$ cat src/rtl/core/ibss_pkg.sv
package ibss_pkg;

    typedef enum logic [2:0] {
        OP_INSERT_AT  = 3'd0,
        OP_ERASE_AT   = 3'd1,
        OP_POP_FRONT  = 3'd2,
        OP_POP_BACK   = 3'd3,
        OP_FIND       = 3'd4,
        OP_CLEAR      = 3'd5,
        OP_PUSH_FRONT = 3'd6,
        OP_PUSH_BACK  = 3'd7
    } op_t;

    typedef enum logic [2:0] {
        ST_OK       = 3'd0,
        ST_EMPTY    = 3'd1,
        ST_RANGE    = 3'd2,
        ST_NOTFOUND = 3'd3,
        ST_FULL     = 3'd4
    } status_t;

    typedef struct packed {
        op_t        op;
        logic [4:0] position;
        logic [7:0] byte_value;
    } req_t;

    typedef struct packed {
        status_t    status;
        logic [3:0] match_position;
        logic [7:0] front_byte;
        logic [7:0] back_byte;
        logic [4:0] entry_count;
    } rsp_t;

    // Command broadcast to every cell of the chain.
    typedef enum logic [2:0] {
        CELL_HOLD,
        CELL_INSERT,
        CELL_ERASE,
        CELL_MATCH,
        CELL_SHIFT
    } cell_op_t;

    typedef struct packed {
        cell_op_t   kind;
        logic [7:0] value;
    } cell_cmd_t;

endpackage

$ cat src/rtl/core/ibss_cell.sv
module ibss_cell #(
    parameter int OCC_W = 5,
    parameter int IDX   = 0
) (
    input  logic                 clk,
    input  ibss_pkg::cell_cmd_t  cmd,
    input  logic [OCC_W-1:0]     at,
    input  logic [OCC_W-1:0]     occ,
    input  logic [7:0]           left_byte,
    input  logic [7:0]           right_byte,
    input  logic                 right_match,
    output logic [7:0]           data,
    output logic                 match,
    output logic [7:0]           last_byte
);

    localparam logic [OCC_W-1:0] MY_IDX = OCC_W'(IDX);

    logic [7:0] data_reg;
    logic [7:0] data_next;
    logic       match_reg;
    logic       match_next;
    logic       is_last;

    always_comb
    begin
        data_next  = data_reg;
        match_next = match_reg;
        case (cmd.kind)
            ibss_pkg::CELL_INSERT:
            begin
                if (MY_IDX > at)
                begin
                    data_next = left_byte;
                end
                else if (MY_IDX == at)
                begin
                    data_next = cmd.value;
                end
            end
            ibss_pkg::CELL_ERASE:
            begin
                if (MY_IDX >= at)
                begin
                    data_next = right_byte;
                end
            end
            ibss_pkg::CELL_MATCH:
            begin
                match_next = (data_reg == cmd.value) && (MY_IDX < occ);
            end
            ibss_pkg::CELL_SHIFT:
            begin
                match_next = right_match;
            end
            default:
            begin
                data_next  = data_reg;
                match_next = match_reg;
            end
        endcase
    end

    always_ff @(posedge clk)
    begin
        data_reg  <= data_next;
        match_reg <= match_next;
    end

    assign is_last   = (occ != '0) && (MY_IDX == occ - OCC_W'(1));
    assign data      = data_reg;
    assign match     = match_reg;
    assign last_byte = is_last ? data_reg : 8'h00;

endmodule

$ cat src/rtl/core/indexed_byte_sequence_store.sv
// Bounded ordered byte sequence held in a row of CAPACITY cells. Each request
// (insert, erase, pop, push, find, clear) returns one response carrying a
// status, the match position of a successful find, the front and back bytes
// and the count. Insert, erase, push, pop and clear are applied in the cycle
// the request is taken; insert, erase, push and pop front shift every cell at
// or past the position toward or away from its neighbor at once, while pop
// back and clear only change the count. The response is formed in the report
// state when the output is free. Find loads a match flag in every cell and
// shifts the flags down the chain one cell per cycle until the front cell
// shows a hit or all flags have reached it. A finished response waits in the
// output register without holding up the next request. A failed request
// leaves the sequence unchanged; entries beyond the count are never observed.
module indexed_byte_sequence_store #(
    parameter int CAPACITY = 16
) (
    input  logic           clk,
    input  logic           rst_n,
    input  logic           req_valid,
    output logic           req_ready,
    input  ibss_pkg::req_t req,
    output logic           rsp_valid,
    input  logic           rsp_ready,
    output ibss_pkg::rsp_t rsp
);

    localparam int OCC_W = $clog2(CAPACITY + 1);
    localparam int CMP_W = (OCC_W > 5) ? OCC_W : 5;
    localparam logic [OCC_W-1:0] FULL_COUNT = OCC_W'(CAPACITY);

    typedef enum logic [1:0] {
        S_IDLE,
        S_SCAN,
        S_REPORT
    } state_t;

    state_t              state_reg;
    state_t              state_next;
    logic [OCC_W-1:0]    occ_reg;
    logic [OCC_W-1:0]    occ_next;
    logic [OCC_W-1:0]    cnt_reg;
    logic [OCC_W-1:0]    cnt_next;
    logic [OCC_W-1:0]    match_reg;
    logic [OCC_W-1:0]    match_next;
    ibss_pkg::status_t   status_reg;
    ibss_pkg::status_t   status_next;
    logic                rsp_valid_reg;
    logic                rsp_valid_next;
    ibss_pkg::rsp_t      rsp_reg;
    ibss_pkg::rsp_t      rsp_next;

    ibss_pkg::cell_cmd_t cell_cmd;
    logic [OCC_W-1:0]    cell_at;
    logic [7:0]          cell_data [CAPACITY];
    logic                cell_match [CAPACITY];
    logic [7:0]          cell_last [CAPACITY];
    logic [7:0]          back_or;

    logic [CMP_W-1:0]    pos_ext;
    logic [CMP_W-1:0]    occ_ext;
    logic                occ_zero;
    logic                occ_full;

    assign pos_ext  = CMP_W'(req.position);
    assign occ_ext  = CMP_W'(occ_reg);
    assign occ_zero = (occ_reg == '0);
    assign occ_full = (occ_reg == FULL_COUNT);

    genvar gi;
    generate
        for (gi = 0; gi < CAPACITY; gi++)
        begin : g_cell
            logic [7:0] left_byte;
            logic [7:0] right_byte;
            logic       right_match;

            if (gi == 0)
            begin : g_first
                assign left_byte = 8'h00;
            end
            else
            begin : g_inner_l
                assign left_byte = cell_data[gi-1];
            end

            if (gi == CAPACITY - 1)
            begin : g_last
                assign right_byte  = 8'h00;
                assign right_match = 1'b0;
            end
            else
            begin : g_inner_r
                assign right_byte  = cell_data[gi+1];
                assign right_match = cell_match[gi+1];
            end

            ibss_cell #(
                .OCC_W (OCC_W),
                .IDX   (gi)
            ) u_cell (
                .clk         (clk),
                .cmd         (cell_cmd),
                .at          (cell_at),
                .occ         (occ_reg),
                .left_byte   (left_byte),
                .right_byte  (right_byte),
                .right_match (right_match),
                .data        (cell_data[gi]),
                .match       (cell_match[gi]),
                .last_byte   (cell_last[gi])
            );
        end
    endgenerate

    // Only the cell at the back drives a nonzero byte, so an OR picks it out.
    always_comb
    begin
        back_or = 8'h00;
        for (int i = 0; i < CAPACITY; i++)
        begin
            back_or = back_or | cell_last[i];
        end
    end

    always_comb
    begin
        state_next     = state_reg;
        occ_next       = occ_reg;
        cnt_next       = cnt_reg;
        match_next     = match_reg;
        status_next    = status_reg;
        rsp_valid_next = rsp_valid_reg && !rsp_ready;
        rsp_next       = rsp_reg;
        cell_cmd.kind  = ibss_pkg::CELL_HOLD;
        cell_cmd.value = req.byte_value;
        cell_at        = '0;

        case (state_reg)
            S_IDLE:
            begin
                if (req_valid)
                begin
                    state_next  = S_REPORT;
                    status_next = ibss_pkg::ST_OK;
                    match_next  = '0;
                    cnt_next    = '0;
                    case (req.op)
                        ibss_pkg::OP_INSERT_AT:
                        begin
                            if (pos_ext > occ_ext)
                            begin
                                status_next = ibss_pkg::ST_RANGE;
                            end
                            else if (occ_full)
                            begin
                                status_next = ibss_pkg::ST_FULL;
                            end
                            else
                            begin
                                cell_cmd.kind = ibss_pkg::CELL_INSERT;
                                cell_at       = OCC_W'(req.position);
                                occ_next      = occ_reg + OCC_W'(1);
                            end
                        end
                        ibss_pkg::OP_ERASE_AT:
                        begin
                            if (occ_zero)
                            begin
                                status_next = ibss_pkg::ST_EMPTY;
                            end
                            else if (pos_ext >= occ_ext)
                            begin
                                status_next = ibss_pkg::ST_RANGE;
                            end
                            else
                            begin
                                cell_cmd.kind = ibss_pkg::CELL_ERASE;
                                cell_at       = OCC_W'(req.position);
                                occ_next      = occ_reg - OCC_W'(1);
                            end
                        end
                        ibss_pkg::OP_POP_FRONT:
                        begin
                            if (occ_zero)
                            begin
                                status_next = ibss_pkg::ST_EMPTY;
                            end
                            else
                            begin
                                cell_cmd.kind = ibss_pkg::CELL_ERASE;
                                occ_next      = occ_reg - OCC_W'(1);
                            end
                        end
                        ibss_pkg::OP_POP_BACK:
                        begin
                            if (occ_zero)
                            begin
                                status_next = ibss_pkg::ST_EMPTY;
                            end
                            else
                            begin
                                // Dropping the count alone removes the back entry.
                                occ_next = occ_reg - OCC_W'(1);
                            end
                        end
                        ibss_pkg::OP_FIND:
                        begin
                            if (occ_zero)
                            begin
                                status_next = ibss_pkg::ST_EMPTY;
                            end
                            else
                            begin
                                cell_cmd.kind = ibss_pkg::CELL_MATCH;
                                state_next    = S_SCAN;
                            end
                        end
                        ibss_pkg::OP_CLEAR:
                        begin
                            occ_next = '0;
                        end
                        ibss_pkg::OP_PUSH_FRONT:
                        begin
                            if (occ_full)
                            begin
                                status_next = ibss_pkg::ST_FULL;
                            end
                            else
                            begin
                                cell_cmd.kind = ibss_pkg::CELL_INSERT;
                                occ_next      = occ_reg + OCC_W'(1);
                            end
                        end
                        ibss_pkg::OP_PUSH_BACK:
                        begin
                            if (occ_full)
                            begin
                                status_next = ibss_pkg::ST_FULL;
                            end
                            else
                            begin
                                cell_cmd.kind = ibss_pkg::CELL_INSERT;
                                cell_at       = occ_reg;
                                occ_next      = occ_reg + OCC_W'(1);
                            end
                        end
                        default:
                        begin
                            status_next = ibss_pkg::ST_OK;
                        end
                    endcase
                end
            end

            S_SCAN:
            begin
                // The count tells how many shifts the match flags have made.
                if (cell_match[0])
                begin
                    status_next = ibss_pkg::ST_OK;
                    match_next  = cnt_reg;
                    state_next  = S_REPORT;
                end
                else if (cnt_reg == occ_reg - OCC_W'(1))
                begin
                    status_next = ibss_pkg::ST_NOTFOUND;
                    state_next  = S_REPORT;
                end
                else
                begin
                    cell_cmd.kind = ibss_pkg::CELL_SHIFT;
                    cnt_next      = cnt_reg + OCC_W'(1);
                end
            end

            S_REPORT:
            begin
                if (!rsp_valid_reg || rsp_ready)
                begin
                    rsp_valid_next          = 1'b1;
                    rsp_next.status         = status_reg;
                    rsp_next.match_position = 4'(match_reg);
                    rsp_next.front_byte     = occ_zero ? 8'h00 : cell_data[0];
                    rsp_next.back_byte      = occ_zero ? 8'h00 : back_or;
                    rsp_next.entry_count    = 5'(occ_reg);
                    state_next              = S_IDLE;
                end
            end

            default:
            begin
                state_next = S_IDLE;
            end
        endcase
    end

    always_ff @(posedge clk or negedge rst_n)
    begin
        if (!rst_n)
        begin
            state_reg     <= S_IDLE;
            occ_reg       <= '0;
            cnt_reg       <= '0;
            match_reg     <= '0;
            status_reg    <= ibss_pkg::ST_OK;
            rsp_valid_reg <= 1'b0;
        end
        else
        begin
            state_reg     <= state_next;
            occ_reg       <= occ_next;
            cnt_reg       <= cnt_next;
            match_reg     <= match_next;
            status_reg    <= status_next;
            rsp_valid_reg <= rsp_valid_next;
        end
    end

    always_ff @(posedge clk)
    begin
        rsp_reg <= rsp_next;
    end

    assign req_ready = (state_reg == S_IDLE);
    assign rsp_valid = rsp_valid_reg;
    assign rsp       = rsp_reg;

endmodule

$ cat config.mk
export PLATFORM = sky130hd
export DESIGN_NAME = indexed_byte_sequence_store
export DESIGN_NICKNAME = d
export VERILOG_FILES = /design/src/rtl/core/ibss_pkg.sv /design/src/rtl/core/ibss_cell.sv /design/src/rtl/core/indexed_byte_sequence_store.sv
export SDC_FILE = /design/constraint.sdc
export NUM_CORES = 1
export LEC_CHECK = 0
export BUFFER_PORTS_ARGS = -buffer_cell sky130_fd_sc_hd__buf_2
export CAP_MARGIN = 20
export CORE_ASPECT_RATIO = 0.9
export CORE_MARGIN = 5
export CORE_UTILIZATION = 43
export CTS_CLUSTER_DIAMETER = 80
export CTS_CLUSTER_SIZE = 12
export DETAILED_ROUTE_END_ITERATION = 10
export PLACE_DENSITY = 0.69
export SLEW_MARGIN = 20
export SYNTH_ARGS = -nofsm -noshare
export SYNTH_HDL_FRONTEND = slang
export SYNTH_SLANG_ARGS = --single-unit
$ cat constraint.sdc
create_clock -name clk -period 6.9 [get_ports clk]
set_input_delay 1.38 -clock clk [delete_from_list [all_inputs] [get_ports clk]]
set_output_delay 1.38 -clock clk [all_outputs]
set_load 0.1 [all_outputs]
# Word level (Yosys, flattened, before mapping)
# Index checks and enable logic that the tools add are counted.
# word_totals
regBits,192
output_inout_bits,30
elab_cells,431
# op_classes
add_sub_neg,3
magnitude_cmp,50
eq_ne,103
mux,146
n_bitwise,15
reduce_logical,71
# ops
cell,n
8-bit two-way mux,64
8-bit one-hot mux with 2 select lines,16
8-bit == test,16
8-bit bitwise OR,15
4-bit by 5-bit == test with 1-bit output (first input constant),16
5-bit two-way mux,15
3-bit AND reduction,19
3-bit by 1-bit inequality test with 1-bit output (second input constant),16
3-bit by 5-bit == test with 1-bit output (first input constant),8
4-bit by 5-bit >= comparator with 1-bit output (first input constant),8
4-bit by 5-bit > comparator with 1-bit output (first input constant),8
4-bit by 5-bit less-than comparator with 1-bit output (first input constant),8
2-bit by 1-bit inequality test with 1-bit output (second input constant),17
1-bit logical AND,33
1-bit one-hot mux with 2 select lines,16
2-bit two-way mux,13
5-bit one-hot mux with 5 select lines,1
3-bit two-way mux,7
2-bit by 5-bit == test with 1-bit output (first input constant),4
3-bit by 5-bit >= comparator with 1-bit output (first input constant),4
3-bit by 5-bit > comparator with 1-bit output (first input constant),4
3-bit by 5-bit less-than comparator with 1-bit output (first input constant),4
2-bit inequality test (second input constant),8
3-bit == test (second input constant),5
other kinds (39),63

# Depth between registers and ports, before layout
# depth
word_depth,19
depth_mapped,15
depth_no_buf,10

# Modules after synthesis
# Synthesis repeated with hierarchy kept, for this count alone.
# unflattened
cells_unflattened,1383
hier_area_um2,13731.9
# by_module_without_submodules
module,instances,cells_per_inst,area_each_um2
indexed_byte_sequence_store,1,293,2837.7
ibss_cell (g_cell[1].u_cell),1,78,724.4
ibss_cell (g_cell[11].u_cell),1,67,708.2
ibss_cell (g_cell[5].u_cell),1,69,706.9
ibss_cell (g_cell[8].u_cell),1,66,699.4
ibss_cell (g_cell[10].u_cell),1,67,698.2
ibss_cell (g_cell[7].u_cell),1,74,690.7
ibss_cell (g_cell[4].u_cell),1,68,683.2
ibss_cell (g_cell[13].u_cell),1,67,680.7
ibss_cell (g_cell[14].u_cell),1,77,679.4
ibss_cell (g_cell[12].u_cell),1,68,676.9
ibss_cell (g_cell[9].u_cell),1,69,675.6
ibss_cell (g_cell[6].u_cell),1,67,674.4
ibss_cell (g_cell[15].u_cell),1,74,671.9
+3 rows,n/a,n/a,n/a

# Worst setup path before layout
# Ideal clock, no wire load.
# synth_timing
path_type,input port to flip-flop
startpoint,input req[11] (netlist name)
endpoint,"register g_cell[8].u_cell.data_reg[0], enable pin"
setup_ns,0.386
arrival_ns,4.370
required_ns,6.514
setup_slack_ns,2.144
stages,10
path_cell_list,ha_1 and3_1 a311oi_4 o211ai_1 o21a_1 or4_1 buf_2 o21ai_4 inv_1 a211oi_1
# synth_via
elab_chain_cells,9
elab_cells_between_ends,24
classes_between,order compare (4); eq/ne (5); mux (13); reduce/logical (2)
# synth_lines
item,line_no,source
"start, declared",indexed_byte_sequence_store.sv:20,"input ibss_pkg::req_t req,"
5-bit >= comparator,indexed_byte_sequence_store.sv:170,else if (pos_ext >= occ_ext)
5-bit two-way mux / 2-bit two-way mux (equally long branches),indexed_byte_sequence_store.sv:170,
5-bit two-way mux / 2-bit two-way mux (equally long branches),indexed_byte_sequence_store.sv:166,if (occ_zero)
5-bit one-hot mux with 3 select lines / 2-bit one-hot mux with 5 select lines (equally long branches),indexed_byte_sequence_store.sv:146,case (req.op)
5-bit two-way mux / 2-bit two-way mux (equally long branches),indexed_byte_sequence_store.sv:140,if (req_valid)
5-bit two-way mux / 3-bit one-hot mux with 2 select lines (equally long branches),indexed_byte_sequence_store.sv:137,case (state_reg)
4-bit by 5-bit > comparator with 1-bit output (tied with other cells),ibss_cell.sv:32,if (MY_IDX > at)
3-bit by 1-bit inequality test with 1-bit output (no source line) (tied with other cells),n/a,
3-bit AND reduction (no source line) *,n/a,
"end signal, assigned",ibss_cell.sv:66,data_reg <= data_next;
"end, declared",ibss_cell.sv:19,logic [7:0] data_reg;
# Mark *: on every way between the ends. The rest lies on a longest branch, timed or not.
# A chain may end at the register's enable or synchronous reset.

# Worst setup path in the final report
# layout_timing
startpoint,register occ_reg[4] (netlist: occ_ext[4])
endpoint,"register g_cell[11].u_cell.data_reg[0], data pin"
# layout_via
elab_chain_cells,9
elab_cells_between_ends,30
classes_between,add/sub (1); order compare (3); eq/ne (4); mux (21); reduce/logical (1)
# layout_lines
item,line_no,source
"start, declared",indexed_byte_sequence_store.sv:38,logic [OCC_W-1:0] occ_reg;
"start signal, assigned",indexed_byte_sequence_store.sv:310,occ_reg <= occ_next;
5-bit >= comparator / 5-bit == test (equally long branches),"indexed_byte_sequence_store.sv:170, indexed_byte_sequence_store.sv:66",
"5-bit two-way mux, on equally long branches","indexed_byte_sequence_store.sv:170, indexed_byte_sequence_store.sv:153",
"5-bit two-way mux, on equally long branches","indexed_byte_sequence_store.sv:166, indexed_byte_sequence_store.sv:149",
5-bit one-hot mux with 3 select lines,indexed_byte_sequence_store.sv:146,
5-bit two-way mux,indexed_byte_sequence_store.sv:140,
5-bit two-way mux,indexed_byte_sequence_store.sv:137,
4-bit by 5-bit > comparator with 1-bit output,ibss_cell.sv:32,
8-bit two-way mux,ibss_cell.sv:32,
8-bit one-hot mux with 2 select lines *,ibss_cell.sv:29,case (cmd.kind)
named net g_cell[11].u_cell.data_next[0],ibss_cell.sv:20,logic [7:0] data_next;
"end signal, assigned",ibss_cell.sv:66,
"end, declared",ibss_cell.sv:19,
# Mark *: on every way through the listed nets, which the timed path passes. The rest lies on a longest branch.

==> results.py <==
metrics = {
    "global_route": {
        "grt_pass1_wl_mm": 64.0,
        "grt_max_degree": 86,
        "grt_pass1_vias": 9747,
        "grtUsageTotal_pct": 26.4,
        "antenna_found_initial": 1,
        "grt_overflow": 0,
    },
    "timing": {
        "rsz0062_at_grt": "false",
        "holdWs_ns": 0.447,
        "setup_viol": 0,
        "max_slew_margin_pct": 25.6,
        "worst_clock_skew_ns": 0.0126,
        "min_period_ns": 5.48,
        "fmax_mhz": 182,
        "final-hold-violation-count": 0,
        "setup_ws_ns": 1.42,
        "finalCritPeriodShare_pct": 79.5,
        "setup_tns_ns": 0,
        "report.final.slew_viol_count": 0,
        "worst_pin_slew_ns": 1.11,
    },
    "routing": {
        "drt_first_pass_iters": 6,
        "via_per_inst": 6.51,
        "antenna_left": 0,
        "first_iter_violations": 1942,
        "wl_mm": 43.5,
        "wire_per_inst_um": 26.5,
        "vias": 10700,
        "drc": 0,
    },
    "finish": {
        "antenna_cells": 0,
        "final_cell_area_um2": 13500,
        "final_cell_mix": "172 x edfxtp_1, 139 x nor2_1, 130 x nand2_1, 101 x mux2i_1, 85 x a21oi_1",
        "drive_above_1_share_pct": 9.80,
        "largest_reg_flops": 128,
        "final_common_cell": "edfxtp_1",
        "fin_nets": 1294,
        "area_delta_synth_final_pct": 9.17,
    },
    "die": {
        "ios": 50,
        "core_um2": 28600,
        "fp.dieH_um": 171,
        "start_util_pct": 43.3,
        "die_x_um": 189,
        "die_area_um2": 32300,
        "rows": 59,
    },
    "min_path": {
        "hold_path.class": "flip-flop to flip-flop",
        "whs_path_depth": 0,
        "hold_start": "status_reg[2]",
        "worstHoldEndpoint": "rsp[27]",
    },
    "worst_setup_path": {
        "crit_path_top_delay_cell": "o21bai_1",
        "r2r-start": "occ_ext[4]",
        "startpoint_type": "flip-flop",
        "cp_max_fo": 18,
        "r2r_end": "g_cell[11].u_cell.data[0]",
        "critical_path_class": "flip-flop to flip-flop",
        "reg2reg_depth": 10,
        "critical_path_buf_inv_count": 1,
        "crit_start": "occ_ext[4]",
        "r2r_slack_ns": 1.42,
        "worst_ep_arrival_time_ns": 5.65,
        "cp_cell_sequence": "clkinv_1, ha_1, and3_1, and3_1, a21oi_1, o31ai_1, or4_1, o21bai_1, mux2i_1, a21oi_1",
        "worstPathRequired_ns": 7.06,
        "cp_top_family": "compound AO/OA/AOI/OAI gates",
        "cp-end-kind": "flip-flop",
        "cpPeakStageDelay_ns": 0.87,
    },
    "clocking": {
        "h-tree-depth": 4,
        "clk_latency_ns": 0.46,
        "cts_tree": "built",
        "postCtsSetupBuffers": 0,
        "cts_hold_buffers": 0,
        "path_clk_slew_ns": 0.07,
        "root_buffer": "clkbuf_16",
        "cts_buffers": 17,
        "clockBufferDepth": 2,
        "cts_resized": 0,
        "cts.sinks": 192,
    },
    "synthesis": {
        "async_flop_share_pct": 10.4,
        "synth_cells": 1265,
        "synth_cell_types": 63,
        "synth_edf_count": 172,
        "synth.top_cell.area_share_pct": 41.7,
        "synth-main-ff-cell": "edfxtp_1",
        "ys_ff_latch": 192,
        "avgSynthCellArea_um2": 9.80,
        "synth-seq-area-share_pct": 45.7,
        "syn_area_um2": 12400,
        "synth_area_leaders": "edfxtp_1 42%, mux2i_1 8.2%, xor2_1 5.1%, xnor2_1 4.7%, nor2_1 4.2%",
        "syn-num-nets": 1297,
        "synth_top_area_cell": "edfxtp_1",
        "ys_warn_count": 0,
    },
    "placed_design": {
        "port_buffers": 49,
        "routabilityCongestion": 1.01,
        "placed_cell_area_um2": 12900,
        "hpwl_mm": 30.9,
        "place_ws_ns": 1.24,
    },
    "power": {
        "leakagePower_nw": 4.84,
        "powerDensity_nw_per_um2": 393,
        "total_power_mw": 5.31,
        "vdd_drop_max_uv": 269,
    },
    "status": {
        "status": "finished, final reports clean",
    },
    "job": {
        "maxCapViolCount": 0,
    },
}
synthesized netlist by cell type, types with 15 or more instances:
| master | number |
|---|---|
| nand2_1 | 131 |
| edfxtp_1 | 172 |
| a21oi_1 | 85 |
| dfrtp_1 | 20 |
| a221oi_1 | 34 |
| nor2_1 | 140 |
| inv_1 | 17 |
| xor2_1 | 72 |
| o21ai_0 | 69 |
| mux2i_1 | 101 |
| xnor2_1 | 66 |
| nand3_1 | 17 |
| clkbuf_1 | 70 |
| nand4_1 | 30 |
| nor3_1 | 15 |
| nor4_1 | 18 |
| a22o_1 | 38 |
per-layer routing:
layer	up-vias	share of wire [%]	GRT usage, %
met2	789	43	40.0
met1	5110	40	37.2
met5	-	0.046	0
met3	114	13	6.83
li1	4668	-	-
met4	2	3.4	8.62
kinds of logic after synthesis:
group                    count (synthesis)  share of synthesized area (%)
XOR/XNOR                               138                           9.75
multiplexers                           101                           8.16
flip-flops                             192                           45.7
AO/OA/AOI/OAI                          313                           17.0
AND/OR/NAND/NOR                        394                           14.5
buffers and inverters                  115                           3.68
adder cells (fa/ha/maj)                 12                           1.21
final cells by class:
type	count	area, µm²
fill	2679	15100
timing repair buffer	75	444
multi-input combinational	958	6300
sequential	192	5670
clock inverter	10	85.1
clock buffer	22	508
tap	366	458
inverter	18	67.6
per-stage QoR:
stage | utilization (%) | std cells
after floorplan | - | 1265
after global routing | 47.2 | 1641
after global placement | 45.1 | 1607
after CTS | 47.2 | 1639
final | 47.2 | 1641
after detailed placement | 45.1 | 1607
power breakdown:
part,internal [mW],switching [mW],total [mW]
combinational,0.586,1.64,2.23
clock,0.535,0.469,1.00
sequential,1.69,0.389,2.08
worst max-delay path by stage:
stage                                      endpoint  slack [ns]  depth (start not counted)
final                     g_cell[11].u_cell.data[0]        1.42                         10
after global routing      g_cell[12].u_cell.data[6]        1.13                         11
after CTS                 g_cell[12].u_cell.data[4]        1.50                         11
after detailed placement  g_cell[12].u_cell.data[6]        1.24                         11
after global placement    g_cell[12].u_cell.data[1]        1.33                         11
after floorplan            g_cell[8].u_cell.data[0]        2.14                         10
(Power assumes the default switching activity.)
